`config.mk`:
```
export PLATFORM = sky130hd
export DESIGN_NAME = usb_control_request_responder
export DESIGN_NICKNAME = d
export VERILOG_FILES = /design/src/rtl/usbcrr_pkg.sv /design/src/rtl/usbcrr_front.sv /design/src/rtl/usbcrr_cmdq.sv /design/src/rtl/usbcrr_back.sv /design/src/rtl/usb_control_request_responder.sv
export SDC_FILE = /design/constraint.sdc
export NUM_CORES = 1
export LEC_CHECK = 0
export BUFFER_PORTS_ARGS = -buffer_cell sky130_fd_sc_hd__buf_2
export CORE_UTILIZATION = 30
export CTS_CLUSTER_DIAMETER = 50
export DETAILED_ROUTE_END_ITERATION = 6
export GPL_TIMING_DRIVEN = 0
export PLACE_DENSITY_LB_ADDON = 0.05
export SYNTH_ARGS = -nofsm -noshare
export SYNTH_HDL_FRONTEND = slang
export SYNTH_HIERARCHICAL = 1
export SYNTH_SLANG_ARGS = --single-unit
```
`constraint.sdc`:
```
create_clock -name i_clk -period 10.4 [get_ports i_clk]
set_input_delay 2.08 -clock i_clk [delete_from_list [all_inputs] [get_ports i_clk]]
set_output_delay 2.08 -clock i_clk [all_outputs]
set_load 0.02 [all_outputs]
```
`src/rtl/usbcrr_pkg.sv`:
```
// Package for the endpoint-zero control request responder.
// Holds the port word types, request codes, the queued command type and the descriptor ROMs.
// No dependencies.
`default_nettype none

package usbcrr_pkg;

    // Input word: one received setup packet plus its operands
    typedef struct packed {
        logic [31:0] request_word0;
        logic [31:0] request_word1;
        logic [31:0] payload_word_a;
        logic [31:0] payload_word_b;
        logic [31:0] payload_word_c;
        logic [31:0] payload_word_d;
        logic [7:0]  storage_state_byte;
        logic [7:0]  command_block_count;
        logic [31:0] receive_status_word;
    } t_req;

    typedef enum logic [1:0] {
        KIND_DATA = 2'd0,
        KIND_ZLP  = 2'd1,
        KIND_ACK  = 2'd2,
        KIND_NONE = 2'd3
    } t_reply_kind;

    // Output word: one reply result
    typedef struct packed {
        t_reply_kind reply_kind;
        logic [7:0]  reply_byte;
        logic        last_of_reply;
        logic [6:0]  device_address;
        logic        is_configured;
    } t_rsp;

    // Decoded request classes
    typedef enum logic [3:0] {
        OP_DEV_DESC  = 4'd0,
        OP_SET_ADDR  = 4'd1,
        OP_CFG_DESC  = 4'd2,
        OP_LANG_DESC = 4'd3,
        OP_STR_DESC  = 4'd4,
        OP_SET_CFG   = 4'd5,
        OP_VEND_ZERO = 4'd6,
        OP_KEY_UPD   = 4'd7,
        OP_STATUS    = 4'd8,
        OP_OK        = 4'd9,
        OP_ZLP       = 4'd10,
        OP_UNKNOWN   = 4'd11
    } t_op;

    localparam int LEN_W = 6;

    // Classified command passed from front to back
    typedef struct packed {
        t_op              op;
        logic [LEN_W-1:0] len;        // number of results, never zero
        logic             ok_three;   // tagged reply carries 0x03 rather than 0x02
        logic             key_set;    // key update targets set 1
        logic [6:0]       addr;
        logic [3:0][31:0] keys;
        logic [7:0]       storage;
        logic [7:0]       cbw;
        logic [31:0]      rx_status;
    } t_cmd;

    // Request codes (first setup word)
    localparam logic [31:0] REQ_GET_DEV_DESC  = 32'h8006_0001;
    localparam logic [15:0] REQ_SET_ADDR_HI   = 16'h0005;
    localparam logic [31:0] REQ_GET_CFG_DESC  = 32'h8006_0002;
    localparam logic [31:0] REQ_GET_LANG_DESC = 32'h8006_0003;
    localparam logic [31:0] REQ_GET_STR_A     = 32'h8006_0303;
    localparam logic [31:0] REQ_GET_STR_B     = 32'h8006_0203;
    localparam logic [15:0] REQ_SET_CFG_HI    = 16'h0009;
    localparam logic [31:0] REQ_VEND_ZERO     = 32'hA1FE_0000;
    localparam logic [31:0] REQ_KEY_UPD       = 32'h0A0B_0C0D;
    localparam logic [31:0] REQ_STATUS        = 32'hC001_0000;
    localparam logic [31:0] REQ_OK_TWO        = 32'hC002_0000;
    localparam logic [31:0] REQ_OK_THREE      = 32'hC003_0000;

    // Reply lengths
    localparam logic [LEN_W-1:0] DEV_DESC_LEN  = 6'd18;
    localparam logic [LEN_W-1:0] CFG_DESC_LEN  = 6'd32;
    localparam logic [LEN_W-1:0] LANG_DESC_LEN = 6'd4;
    localparam logic [LEN_W-1:0] STR_DESC_LEN  = 6'd22;
    localparam logic [LEN_W-1:0] STATUS_LEN    = 6'd51;
    localparam logic [LEN_W-1:0] OK_LEN        = 6'd4;
    localparam logic [LEN_W-1:0] SINGLE_LEN    = 6'd1;

    // Status dump layout
    localparam logic [LEN_W-1:0] STAT_TAG_END  = 6'd12;
    localparam logic [LEN_W-1:0] STAT_KEY_BASE = 6'd13;
    localparam logic [LEN_W-1:0] STAT_KEY_END  = 6'd44;
    localparam logic [LEN_W-1:0] STAT_STORAGE  = 6'd45;
    localparam logic [LEN_W-1:0] STAT_CBW      = 6'd46;
    localparam logic [LEN_W-1:0] STAT_RX_BASE  = 6'd47;

    localparam logic [7:0] STATUS_HDR = 8'hFA;
    localparam logic [7:0] OK_HDR     = 8'hFB;
    localparam logic [7:0] OK_TWO     = 8'h02;
    localparam logic [7:0] OK_THREE   = 8'h03;
    localparam logic [7:0] OK_CHAR_O  = 8'h4F;
    localparam logic [7:0] OK_CHAR_K  = 8'h6B;

    // Byte count clamped to a descriptor size
    function automatic logic [LEN_W-1:0] clamp_len(input logic [7:0] want,
                                                   input logic [LEN_W-1:0] size);
        if (want > {2'b00, size}) begin
            return size;
        end
        return want[LEN_W-1:0];
    endfunction

    // Big-endian byte of a word
    function automatic logic [7:0] word_byte(input logic [31:0] w, input logic [1:0] sel);
        logic [7:0] b;
        case (sel)
            2'd0:    b = w[31:24];
            2'd1:    b = w[23:16];
            2'd2:    b = w[15:8];
            default: b = w[7:0];
        endcase
        return b;
    endfunction

    function automatic logic [7:0] dev_rom(input logic [4:0] i);
        logic [7:0] b;
        case (i)
            5'd0:  b = 8'h12;  5'd1:  b = 8'h01;  5'd2:  b = 8'h00;  5'd3:  b = 8'h02;
            5'd4:  b = 8'h00;  5'd5:  b = 8'h00;  5'd6:  b = 8'h00;  5'd7:  b = 8'h40;
            5'd8:  b = 8'h09;  5'd9:  b = 8'h23;  5'd10: b = 8'h06;  5'd11: b = 8'h06;
            5'd12: b = 8'h01;  5'd13: b = 8'h00;  5'd14: b = 8'h01;  5'd15: b = 8'h02;
            5'd16: b = 8'h03;  5'd17: b = 8'h01;
            default: b = 8'h00;
        endcase
        return b;
    endfunction

    function automatic logic [7:0] cfg_rom(input logic [4:0] i);
        logic [7:0] b;
        case (i)
            5'd0:  b = 8'h09;  5'd1:  b = 8'h02;  5'd2:  b = 8'h20;  5'd3:  b = 8'h00;
            5'd4:  b = 8'h01;  5'd5:  b = 8'h01;  5'd6:  b = 8'h00;  5'd7:  b = 8'h80;
            5'd8:  b = 8'hfa;  5'd9:  b = 8'h09;  5'd10: b = 8'h04;  5'd11: b = 8'h00;
            5'd12: b = 8'h00;  5'd13: b = 8'h02;  5'd14: b = 8'h08;  5'd15: b = 8'h06;
            5'd16: b = 8'h50;  5'd17: b = 8'h00;  5'd18: b = 8'h07;  5'd19: b = 8'h05;
            5'd20: b = 8'h01;  5'd21: b = 8'h02;  5'd22: b = 8'h00;  5'd23: b = 8'h02;
            5'd24: b = 8'h00;  5'd25: b = 8'h07;  5'd26: b = 8'h05;  5'd27: b = 8'h82;
            5'd28: b = 8'h02;  5'd29: b = 8'h00;  5'd30: b = 8'h02;  default: b = 8'h00;
        endcase
        return b;
    endfunction

    function automatic logic [7:0] lang_rom(input logic [1:0] i);
        logic [7:0] b;
        case (i)
            2'd0:    b = 8'h04;
            2'd1:    b = 8'h03;
            2'd2:    b = 8'h09;
            default: b = 8'h04;
        endcase
        return b;
    endfunction

    function automatic logic [7:0] str_rom(input logic [4:0] i);
        logic [7:0] b;
        case (i)
            5'd0:  b = 8'h16;  5'd1:  b = 8'h03;  5'd2:  b = 8'h48;  5'd4:  b = 8'h4C;
            5'd6:  b = 8'h4A;  5'd8:  b = 8'h55;  5'd10: b = 8'h20;  5'd12: b = 8'h55;
            5'd14: b = 8'h44;  5'd16: b = 8'h49;  5'd18: b = 8'h53;  5'd20: b = 8'h4B;
            default: b = 8'h00;
        endcase
        return b;
    endfunction

    function automatic logic [7:0] tag_rom(input logic [3:0] i);
        logic [7:0] b;
        case (i)
            4'd0:  b = 8'h51;  4'd1:  b = 8'h51;  4'd2:  b = 8'h3A;  4'd3:  b = 8'h32;
            4'd4:  b = 8'h34;  4'd5:  b = 8'h33;  4'd6:  b = 8'h36;  4'd7:  b = 8'h30;
            4'd8:  b = 8'h37;  4'd9:  b = 8'h37;  4'd10: b = 8'h31;  4'd11: b = 8'h39;
            default: b = 8'h00;
        endcase
        return b;
    endfunction

endpackage

`default_nettype wire

```
`src/rtl/usbcrr_front.sv`:
```
// Front end: takes a setup packet word and classifies it into a command.
// Depends on usbcrr_pkg.
`default_nettype none

module usbcrr_front (
    input  wire logic             i_push,
    input  wire usbcrr_pkg::t_req i_req,
    input  wire logic             i_q_full,
    output logic                  o_full,
    output logic                  o_cmd_push,
    output usbcrr_pkg::t_cmd      o_cmd
);
    import usbcrr_pkg::*;

    logic [31:0]      w0;
    logic [7:0]       want;
    logic [LEN_W-1:0] rom_len;
    logic             is_rom;

    assign w0   = i_req.request_word0;
    assign want = i_req.request_word1[15:8];

    assign o_full     = i_q_full;
    assign o_cmd_push = i_push && !i_q_full;

    // Request decode, first match wins
    always_comb begin
        o_cmd           = '0;
        o_cmd.op        = OP_UNKNOWN;
        o_cmd.len       = SINGLE_LEN;
        o_cmd.ok_three  = (w0 == REQ_OK_THREE);
        o_cmd.key_set   = !i_req.request_word1[24];
        o_cmd.addr      = w0[14:8];
        o_cmd.keys[0]   = i_req.payload_word_a;
        o_cmd.keys[1]   = i_req.payload_word_b;
        o_cmd.keys[2]   = i_req.payload_word_c;
        o_cmd.keys[3]   = i_req.payload_word_d;
        o_cmd.storage   = i_req.storage_state_byte;
        o_cmd.cbw       = i_req.command_block_count;
        o_cmd.rx_status = i_req.receive_status_word;
        rom_len         = '0;
        is_rom          = 1'b0;

        if (w0 == REQ_GET_DEV_DESC) begin
            o_cmd.op  = OP_DEV_DESC;
            o_cmd.len = DEV_DESC_LEN;
        end else if (w0[31:16] == REQ_SET_ADDR_HI) begin
            o_cmd.op = OP_SET_ADDR;
        end else if (w0 == REQ_GET_CFG_DESC) begin
            o_cmd.op = OP_CFG_DESC;
            rom_len  = clamp_len(want, CFG_DESC_LEN);
            is_rom   = 1'b1;
        end else if (w0 == REQ_GET_LANG_DESC) begin
            o_cmd.op = OP_LANG_DESC;
            rom_len  = clamp_len(want, LANG_DESC_LEN);
            is_rom   = 1'b1;
        end else if (w0 == REQ_GET_STR_A || w0 == REQ_GET_STR_B) begin
            o_cmd.op = OP_STR_DESC;
            rom_len  = clamp_len(want, STR_DESC_LEN);
            is_rom   = 1'b1;
        end else if (w0[31:16] == REQ_SET_CFG_HI) begin
            o_cmd.op = OP_SET_CFG;
        end else if (w0 == REQ_VEND_ZERO) begin
            o_cmd.op = OP_VEND_ZERO;
        end else if (w0 == REQ_KEY_UPD) begin
            o_cmd.op = OP_KEY_UPD;
        end else if (w0 == REQ_STATUS) begin
            o_cmd.op  = OP_STATUS;
            o_cmd.len = STATUS_LEN;
        end else if (w0 == REQ_OK_TWO || w0 == REQ_OK_THREE) begin
            o_cmd.op  = OP_OK;
            o_cmd.len = OK_LEN;
        end

        // config, language and string descriptor reads: zero length gives a bare data end
        if (is_rom) begin
            if (rom_len == '0) begin
                o_cmd.op = OP_ZLP;
            end else begin
                o_cmd.len = rom_len;
            end
        end
    end

endmodule

`default_nettype wire

```
`src/rtl/usbcrr_cmdq.sv`:
```
// Short command queue between the front and back ends.
// Depends on usbcrr_pkg.
`default_nettype none

module usbcrr_cmdq #(
    parameter int DEPTH = 2
) (
    input  wire logic             i_clk,
    input  wire logic             i_rst_n,
    input  wire logic             i_push,
    input  wire usbcrr_pkg::t_cmd i_cmd,
    output logic                  o_full,
    input  wire logic             i_pop,
    output logic                  o_empty,
    output usbcrr_pkg::t_cmd      o_cmd
);
    import usbcrr_pkg::*;

    localparam int PW = (DEPTH > 1) ? $clog2(DEPTH) : 1;
    localparam int CW = $clog2(DEPTH + 1);
    localparam logic [PW-1:0] LAST_PTR = PW'(DEPTH - 1);
    localparam logic [CW-1:0] FULL_CNT = CW'(DEPTH);

    t_cmd          r_mem [DEPTH];
    logic [PW-1:0] r_wr_ptr;
    logic [PW-1:0] r_rd_ptr;
    logic [CW-1:0] r_count;
    logic          do_push;
    logic          do_pop;

    assign o_full  = (r_count == FULL_CNT);
    assign o_empty = (r_count == '0);
    assign o_cmd   = r_mem[r_rd_ptr];
    assign do_push = i_push && !o_full;
    assign do_pop  = i_pop && !o_empty;

    // Storage
    always_ff @(posedge i_clk) begin
        if (do_push) begin
            r_mem[r_wr_ptr] <= i_cmd;
        end
    end

    // Pointers and fill count
    always_ff @(posedge i_clk) begin
        if (!i_rst_n) begin
            r_wr_ptr <= '0;
            r_rd_ptr <= '0;
            r_count  <= '0;
        end else begin
            if (do_push) begin
                r_wr_ptr <= (r_wr_ptr == LAST_PTR) ? '0 : r_wr_ptr + PW'(1);
            end
            if (do_pop) begin
                r_rd_ptr <= (r_rd_ptr == LAST_PTR) ? '0 : r_rd_ptr + PW'(1);
            end
            if (do_push && !do_pop) begin
                r_count <= r_count + CW'(1);
            end else if (do_pop && !do_push) begin
                r_count <= r_count - CW'(1);
            end
        end
    end

endmodule

`default_nettype wire

```
`src/rtl/usbcrr_back.sv`:
```
// Back end: runs one command, updates device state and key sets, and emits reply words.
// Depends on usbcrr_pkg.
`default_nettype none

module usbcrr_back (
    input  wire logic             i_clk,
    input  wire logic             i_rst_n,
    input  wire logic             i_q_empty,
    input  wire usbcrr_pkg::t_cmd i_q_cmd,
    output logic                  o_q_pop,
    output logic                  o_empty,
    input  wire logic             i_pop,
    output usbcrr_pkg::t_rsp      o_rsp
);
    import usbcrr_pkg::*;

    typedef enum logic [1:0] {
        S_IDLE = 2'b01,
        S_RUN  = 2'b10
    } t_state;

    t_state           r_state;
    t_state           n_state;
    t_cmd             r_cmd;
    logic [LEN_W-1:0] r_idx;
    logic [6:0]       r_addr;
    logic             r_cfg;
    logic [31:0]      r_keys [8];
    logic             r_out_valid;
    t_rsp             r_rsp;

    logic             advance;
    logic             emit;
    logic             last;
    logic [LEN_W-1:0] key_off;
    logic [LEN_W-1:0] rx_off;
    logic [LEN_W-1:0] tag_off;
    t_reply_kind      kind;
    logic [7:0]       data;

    assign advance = !r_out_valid || i_pop;
    assign last    = (r_idx == r_cmd.len - LEN_W'(1));
    assign o_empty = !r_out_valid;
    assign o_rsp   = r_rsp;

    // Sequencer
    always_comb begin
        n_state = r_state;
        o_q_pop = 1'b0;
        emit    = 1'b0;
        unique case (r_state)
            S_IDLE: begin
                if (!i_q_empty) begin
                    o_q_pop = 1'b1;
                    n_state = S_RUN;
                end
            end
            S_RUN: begin
                if (advance) begin
                    emit = 1'b1;
                    if (last) begin
                        n_state = S_IDLE;
                    end
                end
            end
            default: n_state = S_IDLE;
        endcase
    end

    // Byte for the current position of the reply
    always_comb begin
        key_off = r_idx - STAT_KEY_BASE;
        rx_off  = r_idx - STAT_RX_BASE;
        tag_off = r_idx - LEN_W'(1);
        kind    = KIND_DATA;
        data    = 8'h00;
        unique case (r_cmd.op) inside
            OP_DEV_DESC:  data = dev_rom(r_idx[4:0]);
            OP_CFG_DESC:  data = cfg_rom(r_idx[4:0]);
            OP_LANG_DESC: data = lang_rom(r_idx[1:0]);
            OP_STR_DESC:  data = str_rom(r_idx[4:0]);
            OP_VEND_ZERO: data = 8'h00;
            OP_STATUS: begin
                if (r_idx == '0) begin
                    data = STATUS_HDR;
                end else if (r_idx <= STAT_TAG_END) begin
                    data = tag_rom(tag_off[3:0]);
                end else if (r_idx <= STAT_KEY_END) begin
                    data = word_byte(r_keys[key_off[4:2]], key_off[1:0]);
                end else if (r_idx == STAT_STORAGE) begin
                    data = r_cmd.storage;
                end else if (r_idx == STAT_CBW) begin
                    data = r_cmd.cbw;
                end else begin
                    data = word_byte(r_cmd.rx_status, rx_off[1:0]);
                end
            end
            OP_OK: begin
                case (r_idx[1:0])
                    2'd0:    data = OK_HDR;
                    2'd1:    data = r_cmd.ok_three ? OK_THREE : OK_TWO;
                    2'd2:    data = OK_CHAR_O;
                    default: data = OK_CHAR_K;
                endcase
            end
            OP_SET_ADDR, OP_SET_CFG: kind = KIND_ACK;
            OP_KEY_UPD, OP_ZLP:      kind = KIND_ZLP;
            default:                 kind = KIND_NONE;
        endcase
    end

    // Control state and device state
    always_ff @(posedge i_clk) begin
        if (!i_rst_n) begin
            r_state     <= S_IDLE;
            r_addr      <= '0;
            r_cfg       <= 1'b0;
            r_out_valid <= 1'b0;
            for (int i = 0; i < 8; i++) begin
                r_keys[i] <= '0;
            end
        end else begin
            r_state <= n_state;
            if (o_q_pop) begin
                if (i_q_cmd.op == OP_SET_ADDR) begin
                    r_addr <= i_q_cmd.addr;
                end
                if (i_q_cmd.op == OP_SET_CFG) begin
                    r_cfg <= 1'b1;
                end
                if (i_q_cmd.op == OP_KEY_UPD) begin
                    for (int i = 0; i < 4; i++) begin
                        r_keys[{i_q_cmd.key_set, 2'(i)}] <= i_q_cmd.keys[i];
                    end
                end
            end
            if (emit) begin
                r_out_valid <= 1'b1;
            end else if (i_pop) begin
                r_out_valid <= 1'b0;
            end
        end
    end

    // Command hold, position counter and output word
    always_ff @(posedge i_clk) begin
        if (o_q_pop) begin
            r_cmd <= i_q_cmd;
            r_idx <= '0;
        end else if (emit) begin
            r_idx <= r_idx + LEN_W'(1);
        end
        if (emit) begin
            r_rsp.reply_kind     <= kind;
            r_rsp.reply_byte     <= (kind == KIND_DATA) ? data : 8'h00;
            r_rsp.last_of_reply  <= last;
            r_rsp.device_address <= r_addr;
            r_rsp.is_configured  <= r_cfg;
        end
    end

endmodule

`default_nettype wire

```
`src/rtl/usb_control_request_responder.sv`:
```
// Endpoint-zero control request responder, top level.
// A setup word's reply goes through the queue, the command load and the output register.
// The back end takes no new command before the last reply word of the current one is out;
// the status dump has 51 words, and emission stalls while a waiting word is not popped.
// Reset (synchronous, active low) clears the queue, sequencer, address, flag and key sets.
`default_nettype none

module usb_control_request_responder #(
    parameter int QUEUE_DEPTH = 2
) (
    input  wire logic             i_clk,
    input  wire logic             i_rst_n,
    input  wire logic             push,
    output logic                  full,
    input  wire usbcrr_pkg::t_req i_req,
    output logic                  empty,
    input  wire logic             pop,
    output usbcrr_pkg::t_rsp      o_rsp
);
    import usbcrr_pkg::*;

    logic q_full;
    logic q_empty;
    logic q_push;
    logic q_pop;
    t_cmd front_cmd;
    t_cmd q_cmd;

    // Classifier
    usbcrr_front u_front (
        .i_push     (push),
        .i_req      (i_req),
        .i_q_full   (q_full),
        .o_full     (full),
        .o_cmd_push (q_push),
        .o_cmd      (front_cmd)
    );

    // Command queue
    usbcrr_cmdq #(
        .DEPTH (QUEUE_DEPTH)
    ) u_cmdq (
        .i_clk   (i_clk),
        .i_rst_n (i_rst_n),
        .i_push  (q_push),
        .i_cmd   (front_cmd),
        .o_full  (q_full),
        .i_pop   (q_pop),
        .o_empty (q_empty),
        .o_cmd   (q_cmd)
    );

    // Reply sequencer
    usbcrr_back u_back (
        .i_clk     (i_clk),
        .i_rst_n   (i_rst_n),
        .i_q_empty (q_empty),
        .i_q_cmd   (q_cmd),
        .o_q_pop   (q_pop),
        .o_empty   (empty),
        .i_pop     (pop),
        .o_rsp     (o_rsp)
    );

endmodule

`default_nettype wire

```
== Yosys cells after proc, flatten, opt, wreduce, memory -nomap -nowiden ==
Memory sizes are Yosys's and may differ from the RTL's. A register that Yosys moved wholly into a read port is not among the register bits.
Index checks and enable logic that the tools add are counted.

* Register bits: 99
* Memory bits (writable): 646
* Bits in read-only memories: 816
* Bits of input ports: 244
* Output and inout port bits: 21
* Logic and storage cells: 217
* Memories: 6

* Add/subtract/negate cells: 9
* Order comparisons: 5
* Equality and inequality tests: 40
* Multiplexer cells: 104
* Reductions and logical operators: 34

{| class="wikitable"
|+ Memories
! memory !! words !! bits a word !! read ports !! clocked after memory_dff !! write ports !! line !! text
|-
| u_cmdq.r_mem || 2 || 195 || 1 || 1 || 1 || usbcrr_cmdq.sv:24 || <nowiki>t_cmd r_mem [DEPTH];</nowiki>
|-
| (name not given) || 32 || 8 || 1 || 1 || 0 || usbcrr_pkg.sv:142 || <nowiki>case (i)</nowiki>
|-
| u_back.r_keys || 8 || 32 || 1 || 0 || 8 || usbcrr_back.sv:28 || <nowiki>logic [31:0] r_keys [8];</nowiki>
|-
| (name not given) || 32 || 7 || 1 || 1 || 0 || usbcrr_pkg.sv:129 || <nowiki>case (i)</nowiki>
|-
| (name not given) || 32 || 7 || 1 || 1 || 0 || usbcrr_pkg.sv:168 || <nowiki>case (i)</nowiki>
|-
| (name not given) || 16 || 7 || 1 || 0 || 0 || usbcrr_pkg.sv:179 || <nowiki>case (i)</nowiki>
|}

{| class="wikitable"
|+ Operator list
! operator !! count
|-
| equality test 32 bit, second input constant || 9
|-
| two-way mux 32 bit || 4
|-
| OR reduction 32 bit || 4
|-
| two-way mux 6 bit || 19
|-
| one-hot mux 8 bit (3 select lines) || 3
|-
| two-way mux 8 bit || 7
|-
| one-hot mux 8 bit (6 select lines) || 1
|-
| two-way mux 1 bit || 42
|-
| equality test 32 x 28 -> 1 bit, second input constant || 1
|-
| two-way mux 4 bit || 8
|-
| two-way mux 5 bit || 6
|-
| equality test 4 x 3 -> 1 bit, second input constant || 6
|-
| two-way mux 10 bit || 2
|-
| equality test 16 x 3 -> 1 bit, second input constant || 1
|-
| equality test 16 x 4 -> 1 bit, second input constant || 1
|-
| equality test 4 bit, second input constant || 3
|-
| equality test 6 bit, second input constant || 2
|-
| logical NOT 6 bit || 2
|-
| two-way mux 3 bit || 4
|-
| equality test 2 bit, second input constant || 5
|-
| logical NOT 2 bit || 5
|-
| two-way mux 2 bit || 5
|-
| equality test 2 x 1 -> 1 bit, second input constant || 4
|-
| equality test 4 x 1 -> 1 bit, second input constant || 2
|-
| 29 further kinds || 46
|}

== Depth between registers and ports, before layout ==
Gate-level depths: netlist (run 1).

* Word-level depth: 16
* Depth in mapped cells: 13
* Gate-level depth less buffers: 11

== Hierarchy ==
The synthesis (run 1) kept the hierarchy.

{| class="wikitable"
|+ Modules (own cells, without submodules)
! module !! times used !! cells an instance !! area each (um^2) !! sequential area each (um^2)
|-
| usbcrr_back || 1 || 1358 || 17387.9 || 10790.3
|-
| usbcrr_cmdq || 1 || 632 || 14926.8 || 11811.3
|-
| usbcrr_front || 1 || 300 || 2132.0 || 0.0
|}

== Worst setup path after synthesis (run 1) ==
Ideal clock, no wire load.

* Path type: input -> register
* From: input push
* To: memory u_cmdq/r_mem[0][0] (netlist bit) (enable)
* Library setup time: 0.715 ns
* Arrival: 9.747 ns
* Required time: 9.685 ns
* Path slack: -0.062 ns
* Cell stages on the path: 3
* Buffers on the path: 0
* Path through: nor2b_1 -> inv_1 -> nor3_2

* Longest elaborated chain between the ends: 4

{| class="wikitable"
|+ RTL lines
! item !! line !! text
|-
| start: declaration || usb_control_request_responder.sv:13 || <nowiki>input wire logic push,</nowiki>
|-
| logical AND 1 bit || usbcrr_front.sv:24 || <nowiki>assign o_cmd_push = i_push && !i_q_full;</nowiki>
|-
| logical AND 1 bit || usbcrr_cmdq.sv:34 || <nowiki>assign do_push = i_push && !o_full;</nowiki>
|-
| two-way mux 1 bit || usbcrr_cmdq.sv:39 || <nowiki>if (do_push) begin</nowiki>
|-
| two-way mux 1 bit (implied by the code) || usbcrr_cmdq.sv:40 || <nowiki>r_mem[r_wr_ptr] <= i_cmd;</nowiki>
|-
| end: declaration || usbcrr_cmdq.sv:24 ||
|}

No other way between the ends.

==> results by group, run 1 <==
Layout
  • Layout area overhead: 18.7%
  • Final core utilization: 36.1%
  • Final #Nets: 2751
  • Finished Layout Cells: 4080
  • Share of layout cells above drive strength 1: 29.8%
  • Final Instance Area: 40900 um^2
  • Fillers: 10.9k

Synth
  • Synthesis-stage register bit count: 767
  • Yosys cell types: 87
  • Ranking of synthesized cells by area: edfxtp_1 63%, mux2_4 6.5%, buf_4 4.1%
  • Area leader, netlist: edfxtp_1
  • Async S/R FF share, synth: 0%
  • Synth Flop Type: edfxtp_1
  • Count leader, synth: edfxtp_1
  • Sequential element share of the synthesized area: 65.6%
  • Synthesized area: 34400 um^2
  • Synthesized Nets: 2549
  • Mapped Cells: 2290
  • Post-synth EDFFs: 724
  • Synth warn: 6
  • Top-area cell type share of the netlist area: 63.1%
  • Syn avg cell area: 15.0 um^2
  • Leading cell types by count after synthesis: 724 x edfxtp_1, 190 x buf_4, 150 x mux2_4, 145 x nand2_1, 137 x and2_1

Clocking
  • Clock Latency Late Sink: 0.69 ns
  • H-tree levels: 3
  • Root Buffer: clkbuf_16
  • Hold_buf cts: 0
  • Postcts setup bufs: 0
  • CTS buffer count: 112
  • CTS tree: built
  • Clk slew on worst S/H paths: 0.06 ns
  • Post-CTS Resized: 0
  • Longest Clk Path Bufs: 3
  • Sink Count: 767

Critical path
  • Crit path capture type: flop
  • WP data arrival: 5.53 ns
  • CP max FO: 22
  • CP Data Required Time: 10.95 ns
  • CP Buf/Inv Count: 4
  • Crit path max-delay cell type: nor2_1
  • CP top delay family: simple AND/OR/NAND/NOR gates
  • Worst Setup Start Kind: input port
  • CP Class: in2reg
  • R2r setup slk: 5.56 ns
  • Crit-path cells: buf_2 -> nand2b_1 -> and2_1 -> clkbuf_2 -> xnor2_1 -> nor2_1 -> inv_1 -> ha_1 -> clkbuf_1 -> a222oi_1 -> nor2_1
  • Reg2Reg Launch Point: u_back/r_idx[1]
  • Worst path most repeated cell: nor2_1
  • R2R Path End: u_back/o_rsp[10]
  • Max stage delay on crit path: 0.56 ns
  • R2R depth: 12

Die
  • Row Count: 123
  • Core Region: 113000 um^2
  • Die area: 116000 um^2
  • Die Y: 341 um
  • Starting density of the core: 30.5%
  • Die width: 341 um
  • Io pins: 265

Global routing
  • GRT overflow: 0
  • Vias in the first global route: 20.3k
  • Initial antenna violation count: 6
  • Grt met2 use: 30.8%
  • Overall global routing resource usage: 17.2%
  • Maximum number of pins on one net before global-route repair: 60
  • First-pass GRT wire length: 144000 um
  • GR Util met3: 2.76%
  • Met1 usage in global routing: 21.1%
  • Busiest layer in global routing: met2

STA
  • Max Slew Vio Count: 0
  • Finish-stage setup viols: 0
  • Fin crit period: 4.98 ns
  • Unrepaired setup endpoints after global routing: no
  • Fin Setup TNS: 0 ns
  • Fin crit share: 47.9%
  • Worst rel slew slack: 10.4%
  • Achievable Freq: 201 MHz
  • Worst setup margin: 5.42 ns
  • Worst-Margin Slew: 1.34 ns
  • Hold Violations, Final: 0
  • Clock skew: 0.0217 ns

Placement
  • Routability Congestion: 0.877
  • Hpwl dp: 71900 um
  • Port bufs: 63
  • Area after DPL: 37200 um^2
  • Pre-CTS WS: 4.74 ns
  • Inst Count DP: 3878

Routing
  • Drt total wl: 100000 um
  • First DRT Iteration DRCs: 1318
  • First-pass iteration count of the detailed router: 7
  • Final ANT Viol Nets: 0
  • Routed len/inst: 24.6 um
  • Drt via density: 4.73
  • Vias: 19.3k
  • Drt drc: 0

Pwr
  • VDD IR max: 0.120 mV
  • Power Density: 245 nW/um^2
  • LEAKAGE: 14.8 nW

Worst hold path
  • Worst hold endpoint: u_back/o_rsp[6]
  • Hold Crit Start: u_back/r_addr[5]
  • WHS Path Cells: 0
  • Type of the worst min-delay path: reg2reg

Run status
  • Status: complete, no violations

Run
  • Max_cap viols: 0
==> where the power goes <==
group | switching [mW] | internal (mW) | leakage (nW)
Clock | 1.42 | 2.25 | 1.78
Combinational | 1.36 | 0.965 | 5.72
Sequential | 0.122 | 3.91 | 7.31
==> final cells by class <==
cell class | instances | area [um^2] | share of cell area [%]
diodes | 1 | 2.50 | 0.00612
clock inverters | 69 | 744 | 1.82
flip-flops and latches | 767 | 22600 | 55.3
inverters | 27 | 101 | 0.248
repair buffers | 88 | 883 | 2.16
well taps | 1500 | 1880 | 4.59
multi-input cells | 1191 | 9710 | 23.7
clock buffers | 132 | 2900 | 7.09
plain buffers | 305 | 2070 | 5.07
==> worst max-delay path by stage <==
| stage | from | to | depth (start not counted) |
|---|---|---|---|
| global route | pop | flop | 11 |
| finish | pop | flop | 11 |
| CTS | pop | flop | 11 |
| floorplan | u_cmdq/r_count[0] | u_back/r_keys[0][0] | 6 |
| global placement | u_cmdq/r_count[0] | u_back/r_keys[3][14] | 6 |
| detailed placement | pop | flop | 11 |
==> cells in the final DEF, fill, tap and decap left out, types with 18 or more instances in the layout <==
cell type / synthesis / routed
mux2i_1: 40 / 40
nand4_1: 25 / 25
nand3_1: 54 / 54
buf_6: 24 / 24
mux2_2: 54 / 54
clkbuf_1: 60 / 78
nand2_1: 145 / 143
mux4_2: 32 / 32
nor3_1: 23 / 23
and3_1: 43 / 42
nor2b_1: 108 / 108
clkinv_2: 0 / 18
and2_1: 137 / 137
buf_2: 26 / 89
a21oi_1: 47 / 47
dfxtp_1: 43 / 43
o21ai_0: 39 / 39
mux2_4: 150 / 150
edfxtp_1: 724 / 724
inv_1: 23 / 23
buf_4: 190 / 190
clkbuf_16: 0 / 113
nor2_1: 70 / 70
==> through the flow <==
stage / hold slack, ns / total power, mW
4_1_cts: 0.441 / 10.2
3_5_place_dp: 0.427 / 6.48
2_1_floorplan: 0.408 / 5.54
5_1_grt: 0.448 / 10.5
6_report: 0.433 / 10.0
3_3_place_gp: 0.415 / 6.43
==> metal layers <==
layer	wire [um]	share of wire [%]	vias to the layer above
li1	-	-	8821
met1	41300	41	9816
met2	52100	52	506
met3	4190	4.2	158
met4	2680	2.7	2
met5	12	0.012	-
==> flip-flops by register name (all words and copies together), names as in the netlist, named ones only <==
| register | cells |
|---|---|
| u_back/r_state | 2 |
| u_back/r_cmd | 59 |
| u_back/r_keys | 256 |
| u_cmdq/r_count | 2 |
| u_back/r_addr | 7 |
| u_back/r_idx | 6 |
| u_back/r_cfg | 1 |
| u_back/o_rsp | 19 |
| u_cmdq/r_mem | 390 |
| u_cmdq/r_rd_ptr | 1 |
| u_back/r_out_valid | 1 |
| u_cmdq/r_wr_ptr | 1 |
==> cell families after synthesis <==
family	Yosys count	share of synthesized area [%]
xor+xnor	26	0.825
mux	283	12.1
compound gates	205	4.04
buf+inv	332	6.31
fa+ha+maj	15	0.545
simple gates	662	10.6
flops	767	65.6
(Power assumes the default switching activity.)
==> inputs of run 2 (changes only) <==
- clock period: 10.4 -> 4.4 ns (I/O delays scaled with it)
==> run 2 against run 1 <==
Final area grew 1.2%. Worst hold slack got worse by 0.055 ns. Critical path depth did not move. Routed wire length rose by 0.50%. Global-route usage increased by 0.064 points. Core utilization is 0.44 points higher. Combinational power grew 140%. Register-to-register slack worse by 5.5 ns. Clock power grew to 2.5 times the previous value. Sequential power is 140% higher. Largest cell class unchanged.
==> results by group, run 2 (synthesized netlist as in run 1, its figures left out) <==
Run status
  • Status: complete, no violations

Routing
  • Routed len/inst: 24.6 um (about the same)
  • Vias: 19.3k (-0.21%)
  • Drt via density: 4.70 (-0.65%)
  • Final ANT Viol Nets: 0 (unchanged)
  • Drt total wl: 101000 um (+0.50%)
  • First-pass iteration count of the detailed router: 6 (-1)
  • First DRT Iteration DRCs: 1158 (-12%)
  • Drt drc: 0 (unchanged)

Critical path
  • Reg2Reg Launch Point: u_back/r_idx[1]
  • CP max FO: 10 (-55%)
  • WP data arrival: 4.68 ns (-0.85 ns)
  • Critical path origin: u_back/r_idx[1]
  • CP Class: reg2reg
  • Worst Setup Start Kind: flop
  • Crit path capture type: flop
  • CP Data Required Time: 4.78 ns (-6.17 ns)

Global routing
  • GRT overflow: 0 (unchanged)
  • First-pass GRT wire length: 144000 um (about the same)
  • Maximum number of pins on one net before global-route repair: 97 (+62%)
  • Initial antenna violation count: 2 (-4)
  • Vias in the first global route: 20.4k (+0.26%)
  • Overall global routing resource usage: 17.2% (+0.064 points)

Placement
  • Area after DPL: 37300 um^2 (+0.27%)
  • Port bufs: 63 (unchanged)
  • Routability Congestion: 0.896 (+2.1%)
  • Inst Count DP: 3879 (+0.026%)
  • Hpwl dp: 72200 um (+0.48%)

STA
  • Fin crit period: 4.30 ns
  • Worst-Margin Slew: 1.14 ns (-0.207 ns)
  • Clock skew: 0.0195 ns (-0.00219 ns)
  • Fin crit share: 97.7%
  • Achievable Freq: 233 MHz
  • Worst rel slew slack: 24.2% (+14 points)
  • Hold Violations, Final: 0 (unchanged)
  • Fin Setup TNS: 0 ns (unchanged)
  • Finish-stage setup viols: 0 (unchanged)
  • Unrepaired setup endpoints after global routing: no
  • Max Slew Vio Count: 0 (unchanged)

Layout
  • Most frequent cells in the layout: 724 x edfxtp_1, 200 x buf_4, 150 x mux2_4
  • Share of layout cells above drive strength 1: 30.5% (+0.71 points)
  • N_diodes: 0 (-1)
  • Largest registers: u_cmdq/r_mem x390, u_back/r_keys x256, u_back/r_cmd x59
  • Layout area overhead: 20.2%
  • Final #Nets: 2761 (+0.36%)
  • Finished Layout Cells: 4098 (+0.44%)
  • Most common cell after layout, fill and taps aside: edfxtp_1
  • Largest register FFs: 390 (unchanged)
  • Final Instance Area: 41400 um^2 (+1.2%)
  • Top reg by flops: u_cmdq/r_mem

Worst hold path
  • Type of the worst min-delay path: in2reg
  • Hold Crit Start: i_req[134]

Pwr
  • VDD IR max: 0.316 mV (+160%)
  • Power Density: 593 nW/um^2 (+140%)
  • LEAKAGE: 15.0 nW (+1.3%)

Clocking
  • CTS buffer count: 112 (unchanged)
  • Clk slew on worst S/H paths: 0.05 ns (about the same)
  • Root Buffer: clkbuf_16
  • H-tree levels: 3 (unchanged)
  • CTS tree: built
  • Clock Latency Late Sink: 0.69 ns (about the same)
  • Longest Clk Path Bufs: 3 (unchanged)
  • Sink Count: 767 (unchanged)

Die
  • Core Region: 113000 um^2 (unchanged)
  • Row Count: 123 (unchanged)
  • Starting density of the core: 30.5% (unchanged)
  • Io pins: 265 (unchanged)
  • Die area: 116000 um^2 (unchanged)
  • Die width: 341 um (unchanged)
  • Die Y: 341 um (unchanged)

Run
  • Max_cap viols: 0 (unchanged)
[run 2: cell types whose count changed in the layout (fill, tap and decap cells not counted), sizes merged]
cell and delta:
buf +10, bufinv +10, clkinvlp +10, clkinv -8
inv -3, diode -1
[run 2: worst paths after layout]
| kind | endpoint | slack [ns] | depth (start not counted) |
|---|---|---|---|
| worst max-delay path | u_back/o_rsp[16] | 0.10 | 11 |
| worst min-delay path | u_cmdq/r_mem[0][102] | 0.38 | 1 |
| worst max register to register | u_back/o_rsp[16] | 0.10 | 11 |
| worst min register to register | u_back/o_rsp[5] | 0.43 | 0 |
[run 2: routing by layer]
| layer | wire, um | up-vias | global-route usage, % |
|---|---|---|---|
| met5 | 0 | - | 0 |
| met4 | 3000 | 0 | 5.40 |
| met3 | 4580 | 149 | 3.08 |
| met2 | 52100 | 493 | 30.8 |
| met1 | 41100 | 9773 | 20.9 |
| li1 | - | 8847 | - |
[run 2: report_power, final]
group / internal (mW) / switching, mW / total (mW)
clock: 5.93 / 3.42 / 9.35
sequential: 9.24 / 0.293 / 9.53
combinational: 2.40 / 3.26 / 5.66
total: 17.6 / 6.97 / 24.5
[run 2: timing repair]
action,in CTS,in global routing
gates resized for setup,4,4
hold buffers,0,0
endpoints found under the setup margin,36,120
pin swaps,0,2
buffers inserted,0,9
endpoints found under the hold margin,0,0
[run 2: final cells by class]
class | instances | area, um^2
fillers | 10883 | 71700
flip-flops and latches | 767 | 22600
multi-input cells | 1191 | 9760
clock buffers | 132 | 2900
plain buffers | 305 | 2080
well taps | 1500 | 1880
clock inverters | 78 | 1040
repair buffers | 98 | 1030
inverters | 27 | 101
[run 2: worst max-delay path: stages, from the launching register on]
cell and delay [ns]:
dfxtp_1 0.41, buf_2 0.30, inv_1 0.18, ha_1 0.26, buf_6 0.17, xnor2_4 0.50
buf_4 0.38, mux4_2 0.53, mux2i_1 0.42, nand2_1 0.13, a21oi_1 0.47, o21ai_1 0.23
[run 2: metrics by stage]
stage               hold WS, ns  total power [mW]  setup slack, ns  utilization, %
detailed placement        0.420              15.4           -0.466            33.0
finish                    0.378              24.5            0.103            36.6
global placement          0.417              15.0            -5.65            32.4
floorplan                 0.408              13.1            -1.77               -
global route              0.334              25.5          0.00584            36.6
CTS                       0.322              24.9           -0.110            36.5
==> inputs of run 3 (changes only) <==
- CELL_PAD_IN_SITES_DETAIL_PLACEMENT: not set -> 1
- CELL_PAD_IN_SITES_GLOBAL_PLACEMENT: not set -> 2
==> run 3 against run 2 <==
Sequential power about the same. Via count increased by 1.1%. Worst hold slack about the same. Clock power decreased by 3.7%. Maximum frequency decreased by 0.51%.
==> results by group, run 3 (synthesized netlist as in run 1, its figures left out) <==
Run status
  • Status: complete, no violations

Global routing
  • Overall global routing resource usage: 18.2% (+1.0 points)
  • Vias in the first global route: 20.9k (+2.7%)
  • First-pass GRT wire length: 152000 um (+5.7%)
  • GRT overflow: 0 (unchanged)
  • Initial antenna violation count: 7 (+5)
  • Maximum number of pins on one net before global-route repair: 59 (-39%)

Die
  • Die Y: 341 um (unchanged)
  • Die width: 341 um (unchanged)
  • Die area: 116000 um^2 (unchanged)
  • Row Count: 123 (unchanged)
  • Starting density of the core: 30.5% (unchanged)
  • Io pins: 265 (unchanged)
  • Core Region: 113000 um^2 (unchanged)

Routing
  • Drt total wl: 106000 um (+5.6%)
  • Routed len/inst: 25.9 um (+5.5%)
  • Max layer used: met4
  • Met2 wire len: 48400 um (-7.2%)
  • First-pass iteration count of the detailed router: 6 (unchanged)
  • DR WL met3: 4560 um (-0.35%)
  • Vias: 19.5k (+1.1%)
  • Met1 Wirelength: 51400 um (+25%)
  • First DRT Iteration DRCs: 1272 (+9.8%)
  • Drt drc: 0 (unchanged)
  • Drt via density: 4.75 (+1.0%)
  • Final ANT Viol Nets: 0 (unchanged)

Layout
  • Most common cell after layout, fill and taps aside: edfxtp_1
  • Finished Layout Cells: 4101 (+0.073%)
  • Final Instance Area: 41200 um^2 (-0.41%)
  • Final #Nets: 2759 (-0.072%)
  • Largest registers: u_cmdq/r_mem x390, u_back/r_keys x256, u_back/r_cmd x59
  • Share of layout cells above drive strength 1: 30.5% (-0.065 points)
  • Layout area overhead: 19.7%
  • Top reg by flops: u_cmdq/r_mem
  • Fillers: 11.5k (+5.8%)
  • Final core utilization: 36.4% (-0.15 points)
  • Most frequent cells in the layout: 724 x edfxtp_1, 197 x buf_4, 150 x mux2_4
  • Largest register FFs: 390 (unchanged)

Critical path
  • Reg2Reg Launch Point: u_back/r_idx[1]
  • Worst path most repeated cell: a21oi_1
  • CP Data Required Time: 4.85 ns (+0.07 ns)
  • Crit path capture type: flop
  • Crit-path cells: buf_2 -> inv_1 -> ha_1 -> buf_6 -> xor2_2 -> buf_2 -> buf_1 -> a21oi_1 -> a21oi_1 -> o21ai_1 -> a21oi_1
  • Worst Setup Start Kind: flop
  • R2r setup slk: 0.08 ns (-0.02 ns)
  • WP data arrival: 4.77 ns (+0.09 ns)
  • Max stage delay on crit path: 0.60 ns (+0.07 ns)
  • CP max FO: 10 (unchanged)
  • Crit path max-delay cell type: buf_1
  • R2R depth: 11 (unchanged)
  • Critical path origin: u_back/r_idx[1]
  • CP Class: reg2reg

Pwr
  • Power Density: 586 nW/um^2 (-1.1%)
  • VDD IR max: 0.317 mV (+0.44%)
  • LEAKAGE: 15.0 nW (-0.32%)
  • Pwr Total: 24.2 mW (-1.5%)

Placement
  • Hpwl dp: 76800 um (+6.4%)
  • Area after DPL: 37300 um^2 (-0.12%)
  • Pre-CTS WS: -0.736 ns (-0.271 ns)
  • Port bufs: 63 (unchanged)
  • Inst Count DP: 3878 (-0.026%)
  • Routability Congestion: 0.829 (-7.5%)

Worst hold path
  • WHS Path Cells: 1 (unchanged)
  • Hold Crit Start: i_req[61]
  • Type of the worst min-delay path: in2reg

Clocking
  • Sink Count: 767 (unchanged)
  • H-tree levels: 3 (unchanged)
  • Clk slew on worst S/H paths: 0.06 ns (about the same)
  • Longest Clk Path Bufs: 3 (unchanged)
  • Root Buffer: clkbuf_16
  • Clock Latency Late Sink: 0.69 ns (about the same)
  • CTS tree: built
  • CTS buffer count: 113 (+0.89%)
  • Hold_buf cts: 0 (unchanged)

STA
  • Worst setup margin: 0.0811 ns (-0.0221 ns)
  • Achievable Freq: 232 MHz (-0.51%)
  • Fin crit share: 98.2% (+0.50 points)
  • Fin crit period: 4.32 ns (+0.0221 ns)
  • Unrepaired setup endpoints after global routing: no
  • Hold WS: 0.378 ns (-0.000231 ns)
  • Max Slew Vio Count: 0 (unchanged)
  • Clock skew: 0.0160 ns (-0.00350 ns)
  • Fin Setup TNS: 0 ns (unchanged)
  • Worst rel slew slack: 23.1% (-1.1 points)
  • Finish-stage setup viols: 0 (unchanged)
  • Hold Violations, Final: 0 (unchanged)
  • Worst-Margin Slew: 1.14 ns (+0.00714 ns)

Run
  • Max_cap viols: 0 (unchanged)
run 3: cell types whose count changed in the layout (fill, tap and decap cells not counted), sizes merged:
cell / delta
buf: -2
bufinv: -9
clkbuf: +5
clkinv: +13
clkinvlp: -6
diode: +4
inv: -2
run 3: final cells by class:
cell class | count | area [um^2] | area share [%]
Multi-Input combinational cell | 1191 | 9760 | 23.7
Clock buffer | 138 | 3040 | 7.37
Buffer | 305 | 2080 | 5.04
Antenna cell | 4 | 10.0 | 0.0243
Tap cell | 1500 | 1880 | 4.55
Clock inverter | 74 | 782 | 1.90
Sequential cell | 767 | 22600 | 54.8
Inverter | 27 | 101 | 0.246
Timing Repair Buffer | 95 | 981 | 2.38
run 3: power by group:
| part | leakage [nW] | internal (mW) | switching [mW] |
|---|---|---|---|
| Sequential | 7.31 | 9.24 | 0.318 |
| Clock | 1.86 | 5.59 | 3.41 |
| Combinational | 5.79 | 2.36 | 3.24 |
run 3: repair_timing:
item / 4_1_cts / 5_1_grt
pin swaps: 1 / 2
setup endpoints to repair: 88 / 56
hold endpoints to repair: 0 / 0
resized for setup: 6 / 3
buffers inserted: 1 / 6
gates cloned: 0 / 0
run 3: final timing paths:
kind,endpoint
setup / recovery,u_back/o_rsp[14]
hold reg to reg,u_back/o_rsp[4]
setup reg to reg,u_back/o_rsp[14]
hold / removal,u_cmdq/r_mem[0][157]
run 3: critical path: cells and delay by family, from the launching register on:
kind | cells | cell delay [ns]
XOR/XNOR | 1 | 0.55
flip-flops | 1 | 0.42
buffers and inverters | 5 | 1.78
AO/OA/AOI/OAI | 4 | 1.06
adder cells (fa/ha/maj) | 1 | 0.25
run 3: layer usage:
| metal | up-vias | GRT usage, % |
|---|---|---|
| li1 | 8843 | - |
| met1 | 10072 | 26.5 |
| met2 | 449 | 28.3 |
| met3 | 112 | 2.66 |
| met4 | 0 | 5.00 |
| met5 | - | 0 |
